<file path="src/rtl/pcpa_pkg.sv">
`timescale 1ns / 1ps
// ----------------------------------------------------------------------------
// pcpa_pkg
// Shared constants, codes and controller/datapath interface types for the
// per-CPU page free-list allocator.
// ----------------------------------------------------------------------------
package pcpa_pkg;

    // Default sizing
    localparam int CPU_COUNT_DEF  = 8;
    localparam int MAX_PAGES_DEF  = 32768;
    localparam int PAGE_BYTES_DEF = 4096;

    // Fixed field widths
    localparam int ADDR_W   = 32;
    localparam int CPU_IN_W = 3;
    localparam int STATUS_W = 3;
    localparam int PADDR_W  = 3;

    // Operation codes
    localparam logic FUNC_FREE  = 1'b0;
    localparam logic FUNC_ALLOC = 1'b1;

    // Register word indexes
    localparam logic REG_POOL_BASE = 1'b0;
    localparam logic REG_POOL_TOP  = 1'b1;

    // Result status codes
    localparam logic [STATUS_W-1:0] ST_FREED   = 3'd0;
    localparam logic [STATUS_W-1:0] ST_OWN     = 3'd1;
    localparam logic [STATUS_W-1:0] ST_STOLEN  = 3'd2;
    localparam logic [STATUS_W-1:0] ST_OOM     = 3'd3;
    localparam logic [STATUS_W-1:0] ST_BADFREE = 3'd4;

    // Controller to datapath commands
    typedef struct packed {
        logic                load;       // capture request fields
        logic                calc_fp;    // round pool base up to first page
        logic                chk1;       // alignment and window checks
        logic                chk2;       // offset from first page
        logic                scan_clr;   // restart steal scan at CPU 0
        logic                scan_step;  // advance steal scan
        logic                take_scan;  // victim list is the scanned one
        logic                head_rd;    // read victim list head
        logic                link_rd;    // read link of head page
        logic                pop_wr;     // unlink head page
        logic                push_wr;    // link freed page in
        logic                out_en;     // present a result
        logic [STATUS_W-1:0] out_status;
    } t_cmd;

    // Datapath to controller status
    typedef struct packed {
        logic is_alloc;
        logic own_ne;
        logic scan_hit;
        logic scan_last;
        logic free_ok;
    } t_sts;

endpackage

</file>
<file path="src/rtl/pcpa_ctrl.sv">
`timescale 1ns / 1ps
// ----------------------------------------------------------------------------
// pcpa_ctrl
// Request sequencer: checks and pushes frees, pops allocs, scans the other
// CPUs one per cycle when the own list is empty.
// ----------------------------------------------------------------------------
module pcpa_ctrl (
    input  logic            i_clk,
    input  logic            i_rst_n,
    input  logic            i_start,
    input  pcpa_pkg::t_sts  i_sts,
    output pcpa_pkg::t_cmd  o_cmd,
    output logic            o_busy
);

    import pcpa_pkg::*;

    typedef enum logic [9:0] {
        S_IDLE = 10'b00_0000_0001,
        S_BASE = 10'b00_0000_0010,
        S_SEL  = 10'b00_0000_0100,
        S_SCAN = 10'b00_0000_1000,
        S_AHR  = 10'b00_0001_0000,
        S_AHD  = 10'b00_0010_0000,
        S_ALD  = 10'b00_0100_0000,
        S_CHK1 = 10'b00_1000_0000,
        S_CHK2 = 10'b01_0000_0000,
        S_CHK3 = 10'b10_0000_0000
    } t_state;

    t_state r_state, n_state;
    logic   r_stolen, n_stolen;
    t_cmd   w_cmd;

    // Next state and commands
    always_comb begin
        n_state  = r_state;
        n_stolen = r_stolen;
        w_cmd    = '0;
        case (r_state)
            S_IDLE: begin
                if (i_start) begin
                    w_cmd.load = 1'b1;
                    n_stolen   = 1'b0;
                    n_state    = S_BASE;
                end
            end
            S_BASE: begin
                w_cmd.calc_fp = 1'b1;
                n_state       = i_sts.is_alloc ? S_SEL : S_CHK1;
            end
            S_SEL: begin
                if (i_sts.own_ne) begin
                    n_state = S_AHR;
                end else begin
                    w_cmd.scan_clr = 1'b1;
                    n_state        = S_SCAN;
                end
            end
            S_SCAN: begin
                if (i_sts.scan_hit) begin
                    w_cmd.take_scan = 1'b1;
                    n_stolen        = 1'b1;
                    n_state         = S_AHR;
                end else if (i_sts.scan_last) begin
                    w_cmd.out_en     = 1'b1;
                    w_cmd.out_status = ST_OOM;
                    n_state          = S_IDLE;
                end else begin
                    w_cmd.scan_step = 1'b1;
                end
            end
            S_AHR: begin
                w_cmd.head_rd = 1'b1;
                n_state       = S_AHD;
            end
            S_AHD: begin
                w_cmd.link_rd = 1'b1;
                n_state       = S_ALD;
            end
            S_ALD: begin
                w_cmd.pop_wr     = 1'b1;
                w_cmd.out_en     = 1'b1;
                w_cmd.out_status = r_stolen ? ST_STOLEN : ST_OWN;
                n_state          = S_IDLE;
            end
            S_CHK1: begin
                w_cmd.chk1 = 1'b1;
                n_state    = S_CHK2;
            end
            S_CHK2: begin
                w_cmd.chk2 = 1'b1;
                n_state    = S_CHK3;
            end
            S_CHK3: begin
                if (i_sts.free_ok) begin
                    w_cmd.head_rd = 1'b1;
                    n_state       = S_ALD;
                end else begin
                    w_cmd.out_en     = 1'b1;
                    w_cmd.out_status = ST_BADFREE;
                    n_state          = S_IDLE;
                end
            end
            default: begin
                n_state = S_IDLE;
            end
        endcase
        // free completes in the shared final state with a push instead
        if (r_state == S_ALD && !i_sts.is_alloc) begin
            w_cmd.pop_wr     = 1'b0;
            w_cmd.push_wr    = 1'b1;
            w_cmd.out_status = ST_FREED;
        end
    end

    // State registers
    always_ff @(posedge i_clk) begin
        if (!i_rst_n) begin
            r_state  <= S_IDLE;
            r_stolen <= 1'b0;
        end else begin
            r_state  <= n_state;
            r_stolen <= n_stolen;
        end
    end

    assign o_cmd  = w_cmd;
    assign o_busy = (r_state != S_IDLE);

endmodule

</file>
<file path="config.mk">
export PLATFORM = sky130hd
export DESIGN_NAME = pcpa_ctrl
export DESIGN_NICKNAME = d
export VERILOG_FILES = /design/src/rtl/pcpa_pkg.sv /design/src/rtl/pcpa_ctrl.sv
export SDC_FILE = /design/constraint.sdc
export NUM_CORES = 1
export LEC_CHECK = 0
export BUFFER_PORTS_ARGS = -buffer_cell sky130_fd_sc_hd__buf_4
export CAP_MARGIN = 15
export CORE_ASPECT_RATIO = 0.8
export CORE_MARGIN = 3
export CORE_UTILIZATION = 35
export CTS_BUF_LIST = sky130_fd_sc_hd__clkbuf_4
export CTS_CLUSTER_SIZE = 14
export DETAILED_ROUTE_END_ITERATION = 8
export PLACE_DENSITY = 0.63
export SLEW_MARGIN = 20
export SYNTH_ARGS = -nofsm -noshare
export SYNTH_HDL_FRONTEND = slang
export SYNTH_SLANG_ARGS = --single-unit
export TNS_END_PERCENT = 50
</file>
<file path="constraint.sdc">
create_clock -name i_clk -period 1.9 [get_ports i_clk]
set_input_delay 0.19 -clock i_clk [delete_from_list [all_inputs] [get_ports i_clk]]
set_output_delay 0.19 -clock i_clk [all_outputs]
set_load 0.01 [all_outputs]
</file>
==> results.md, run 1 <==
* Run status: complete, no violations
* DIE WIDTH at about 58 µm
* HPWL after DPL at 1.56 mm
* TritonCTS Buffers at 3
* Clock skew at 0.00270 ns
* CTS sink count at 11
* CTS H-Tree Depth at 1
* Routed len/inst at 14.4 µm
* Worst skew pair latency at around 0.27 ns
* VDD IR max at ~0.45 mV
* Share of the synthesized area in the top cell type at between 20% and 30%
* Max Slew Vio Count at 0
* Count of final setup violators at 0
* CORE AREA at 0.00196 mm²
* CTS tree: yes
* Top area cells in the synthesized netlist: dfxtp_1 29%, nor4_4 14%, nand4b_1 7.0%
* Synth Cell Area at between 700 and 800 µm²
* I/O Pins at 24
* RSZ-0062 raised after global routing: true
* First-pass GRT wire length at 3.43 mm
* Final Critical Period at 1.86 ns
* Area Overhead vs Synth at 42.9%
* Ratio of cells with drive above 1 in the final layout at between 40% and 50%
* Gr usage total at 17.4%
* Post-Place Worst Slack at 0.147 ns
* Row cnt at 14
* Leak Pwr at 0.529 nW
* Drt first pass iters at 4
* Top-count cell post-synth: dfxtp_1
* Area of the multi-input gates at between 400 and 500 µm²
* Syn avg cell area at 9.00 µm²
* Post-synth cell types at 34
* Endpoints failing hold at 0
* Hold Crit Class: input pin to flop
* Leading cell types by count after synthesis: 11 x dfxtp_1, 10 x inv_1, 6 x nand4b_1, 6 x nor2_1, 5 x nor4_4
* Setup WS post-layout at 0.0430 ns
* Synthesized Nets at 92
* Slew of the pin with the lowest slew margin at 0.411 ns
* Yosys reg bits at 11
* Fill count at around 190
* Tot Pwr at 0.673 mW
* Max-Cap Viols at 0
* Post-synth EDFFs at 0
* Routed WL at 2.07 mm
* Max Clock Freq at ~540 MHz
* Critical path type: flop to output pin
* Total grt overflow at 0
* Drt drc at 0
* Top FF cell, synth: dfxtp_1
* Mapped Cells at 84
* Die Footprint at between 0.002 and 0.003 mm²
* Die height at 47.6 µm
* DR vias at 741
* CTS Hold Buffers Added at 0
* Worst setup SP type: flop
* Clk root buf: clkbuf_4
* Rel. slew slack at 72.5%
* CP endpoint kind: output pin
* Gpl congestion at between 0.8 and 0.9
* Tcrit/Tclk final at between 90% and 100%
* Clk slew on worst S/H paths at 0.07 ns
* Port Buffers at 23
* FF/Latch Area at 235 µm²
* Post-layout nets at 129
* Power Dens Cells at 623 mW/mm²
* Clk buf depth at 2
* WP data required at 1.71 ns
* Largest fanout on the critical path at 8
* N_diodes at 0
* Synth area leader: dfxtp_1
* Asr flop ratio synth at 0%
* Vias in the first global route at 721
* Detail Route Antenna Nets at 0
* First-iteration detailed-routing DRC count at 8
* Initial antenna violation count at 0
* Via density at 5.15
* Largest net degree at the start of global routing at 9
* Synth Warn # at 0
* Crit path DAT at 1.67 ns
* Post-synthesis sequential area ratio at 29.1%
* Initial core utilization at around 39%
## report_power, final
group          internal (mW)  switching [mW]  leakage [nW]
clock network         0.0958          0.0800        0.0184
registers              0.243          0.0315        0.0929
logic                  0.123           0.100         0.418
## critical path, stage by stage, from the launching register on
cell and delay [ns]:
dfxtp_4 0.38, nor4_4 0.29, nand4b_1 0.17, or2_1 0.28
o21ai_1 0.14, buf_4 0.13
## cell type report
class	count	share of cell area, %
Multi-Input combinational cell	61	45.5
Inverter	10	3.48
Timing Repair Buffer	34	23.6
Sequential cell	11	21.8
Clock buffer	4	2.78
Tap cell	24	2.78
## routing by layer
| layer | GRT usage (%) | share of wire, % | vias to the layer above |
|---|---|---|---|
| met1 | 21.2 | 49 | 334 |
| met2 | 27.3 | 44 | 18 |
| li1 | - | - | 384 |
| met5 | 0 | 0 | - |
| met3 | 5.93 | 5.4 | 5 |
| met4 | 10.2 | 1.5 | 0 |
## worst paths after layout
| kind | startpoint | endpoint | slack, ns | cells past startpoint |
|---|---|---|---|---|
| max | r_state[8] | o_cmd[1] | 0.04 | 5 |
| min | i_sts[4] | r_state[2] | 0.16 | 2 |
| max reg2reg | r_state[8] | r_state[0] | 0.29 | 7 |
| min reg2reg | r_stolen | r_stolen | 0.51 | 2 |
## metrics by stage
| stage | utilization (%) | TNS (ns) | cell area (µm²) | hold slack (ns) | cells |
|---|---|---|---|---|---|
| final | 55.0 | 0 | 1080 | 0.157 | 144 |
| after floorplan | - | 0 | 756 | 0.321 | 84 |
| after global routing | 55.0 | -0.314 | 1080 | 0.172 | 144 |
| after global placement | 49.7 | 0 | 976 | 0.441 | 133 |
| after CTS | 53.1 | -0.0164 | 1040 | 0.152 | 141 |
| after detailed placement | 49.7 | 0 | 976 | 0.442 | 133 |
## layout by cell type (no fill, tap or decap)
cell | Yosys | routed
nand2b_1 | 2 | 2
nor4_1 | 1 | 1
nor3b_4 | 0 | 1
inv_1 | 10 | 10
nand4b_1 | 6 | 6
o211ai_1 | 1 | 1
nand2_1 | 4 | 4
o21ai_0 | 3 | 1
nand3_1 | 2 | 2
a21oi_2 | 1 | 1
nor2b_1 | 2 | 2
and4b_1 | 2 | 2
nand4_1 | 2 | 2
buf_4 | 1 | 34
xor2_1 | 1 | 1
nor4_4 | 5 | 5
nand2_2 | 1 | 1
nor2_1 | 6 | 6
a21boi_0 | 1 | 1
a21o_1 | 1 | 1
o311a_1 | 1 | 1
or2_1 | 1 | 1
dfxtp_1 | 11 | 3
clkbuf_4 | 0 | 4
xnor2_1 | 2 | 2
and3_1 | 4 | 4
o21ai_2 | 1 | 1
nor3b_1 | 2 | 2
and2_1 | 1 | 1
dfxtp_2 | 0 | 6
nor3_1 | 1 | 1
o311ai_1 | 1 | 1
or3_4 | 1 | 1
a21oi_1 | 2 | 2
o21ai_1 | 0 | 2
dfxtp_4 | 0 | 2
nor4b_1 | 2 | 2
## cell families (layout without fill, tap and decap cells)
logic type	Yosys count	after routing	synth area share, %
xor gates and xnor gates	3	3	3.48
buffers and inverters	12	48	6.62
DFF	11	11	29.1
and+or+nand+nor	46	46	49.7
AOI/OAI and AO/OA	12	12	11.1
## sequential cells by signal, indices dropped and copies added (netlist names)
| register | cells |
|---|---|
| r_state | 10 |
| r_stolen | 1 |
## what timing repair did
item                                    4_1_cts  5_1_grt
buffers inserted                              4        3
pin swaps                                     4        7
resized for setup                             4        9
endpoints found under the setup margin        4        6
endpoints found under the hold margin         0        0
Power figures use the tool's default switching activity.
==> inputs of run 2 (changes only) <==
BUFFER_PORTS_ARGS = -buffer_cell sky130_fd_sc_hd__buf_2   (was -buffer_cell sky130_fd_sc_hd__buf_4)
clock period = 2.23 ns   (was 1.9 ns; I/O delays follow)
==> run 2 against run 1 <==
Sequential share of layout area grew 1.4 points. Largest power group unchanged. Critical endpoint is now o_cmd[10]. Via count shrank 0.81%. Sequential power shrank 15%. Combinational power shrank 28%. First-iteration DRC count grew to 3.8 times the previous value. Clock power shrank 13%.
==> results.md, run 2 (synthesized netlist as in run 1, its figures left out) <==
* Run status: complete, no violations
* Power Dens Cells at around 580 mW/mm²
* Via density at 5.36
* First-pass GRT wire length at 3.06 mm
* Port Buffers at 23
* Top Registers: r_state (10), r_stolen (1)
* Endpoints failing hold at 0
* DIE WIDTH at about 58 µm
* Count of final setup violators at 0
* Routed WL at about 2 mm
* Slew of the pin with the lowest slew margin at about 0.44 ns
* Post-layout nets at approximately 120
* Placed insts at 129
* DR vias at around 740
* CTS H-Tree Depth at 1
* Initial antenna violation count at 0
* Area of the multi-input gates at 485 µm²
* Detail Route Antenna Nets at 0
* CP endpoint kind: output pin
* Clock skew at 0.00247 ns
* CTS Hold Buffers Added at 0
* First-iteration detailed-routing DRC count at 30
* Biggest register: r_state
* Area Overhead vs Synth at 25.5%
* Row cnt at 14
* Total grt overflow at 0
* Drt drc at 0
* CORE AREA at 0.00196 mm²
* I/O Pins at 24
* Fin area at 948 µm²
* HPWL after DPL at 1.49 mm
* Initial core utilization at 38.5%
* Critical path type: flop to output pin
* Tcrit/Tclk final at 93.1%
* Fill count at 200
* Max Slew Vio Count at 0
* Hold Crit Class: input pin to flop
* Gpl congestion at ~0.8
* Utilization after layout at 48.3%
* Commonest non-fill, non-tap cells in the layout: 23 x buf_2, 11 x dfxtp_1, 10 x inv_1
* Max Clock Freq at 481 MHz
* Non-filler cells, final at about 140
* Die Footprint at approximately 0.0028 mm²
* Final TNS setup at 0 ns
* Clk root buf: clkbuf_4
* Routed len/inst at 14.2 µm
* Gr usage total at 15.2%
* Largest net degree at the start of global routing at 9
* Max reg flops at 10
* Tot Pwr at ~0.55 mW
* Max-Cap Viols at 0
* Commonest non-fill, non-tap cell in the layout: buf_2
* VDD IR max at 0.315 mV
* Crit path DAT at 1.85 ns
* Leak Pwr at 0.486 nW
* TritonCTS Buffers at 3
* Ratio of cells with drive above 1 in the final layout at 36.3%
* Drt first pass iters at 4
* FF/Latch Area at 220 µm²
* CTS tree: yes
* Die height at 47.6 µm
* Vias in the first global route at 665
* Setup WS post-layout at 0.153 ns
* CTS sink count at 11
* Placed inst area at 888 µm²
* Rel. slew slack at a little over two thirds
* WP data required at approximately 2 ns
* Clk buf depth at 2
* RSZ-0062 raised after global routing: false
* Clk slew on worst S/H paths at 0.07 ns
* Final hold slack at between 0.2 and 0.25 ns
* Final Critical Period at 2.08 ns
* N_diodes at 0
* Largest fanout on the critical path at 7
* Worst skew pair latency at 0.27 ns
* Post-Place Worst Slack at 0.447 ns
* Worst setup SP type: flop
==> run 2: changes by cell type in the layout (fill, tap and decap cells not counted) <==
cell / change
buf_4: -30
buf_2: +23
dfxtp_1: +8
dfxtp_2: -6
dfxtp_4: -2
o21ai_0: +2
o21ai_1: -2
nor3b_2: +1
nor3b_4: -1
==> run 2: final timing paths <==
check	startpoint	to	slack [ns]	cells after the start
min reg2reg	r_stolen	r_stolen	0.51	2
max reg2reg	r_state[8]	r_state[0]	0.57	5
max	r_state[4]	o_cmd[10]	0.15	5
min	i_sts[4]	r_state[2]	0.20	2
==> run 2: layer usage <==
| metal | vias up | track usage (%) | share of wire (%) |
|---|---|---|---|
| li1 | 367 | - | - |
| met1 | 342 | 19.6 | 46 |
| met2 | 21 | 25.5 | 45 |
| met3 | 5 | 2.70 | 7.4 |
| met4 | 0 | 6.94 | 1.8 |
| met5 | - | 0 | 0 |
==> run 2: where the power goes <==
part           switching [mW]  internal [mW]  total, mW
combinational          0.0786         0.0828      0.161
sequential             0.0258          0.206      0.232
clock                  0.0716         0.0815      0.153
==> run 2: what timing repair did <==
| action | 4_1_cts | 5_1_grt |
|---|---|---|
| endpoints found under the setup margin | 0 | 1 |
| gates resized for setup | 0 | 0 |
| buffers inserted | 0 | 4 |
==> run 2: critical path, stage by stage (launching register included) <==
cell     delay (ns)
dfxtp_1        0.41
nor4_4         0.42
nand2_2        0.15
or3_4          0.42
inv_1          0.07
buf_2          0.12
==> run 2: final cells by class <==
type	count	share of cell area (%)
Tap cell	24	3.17
Multi-Input combinational cell	61	51.2
Inverter	10	3.96
Clock buffer	4	3.17
Sequential cell	11	23.2
Timing Repair Buffer	27	15.3
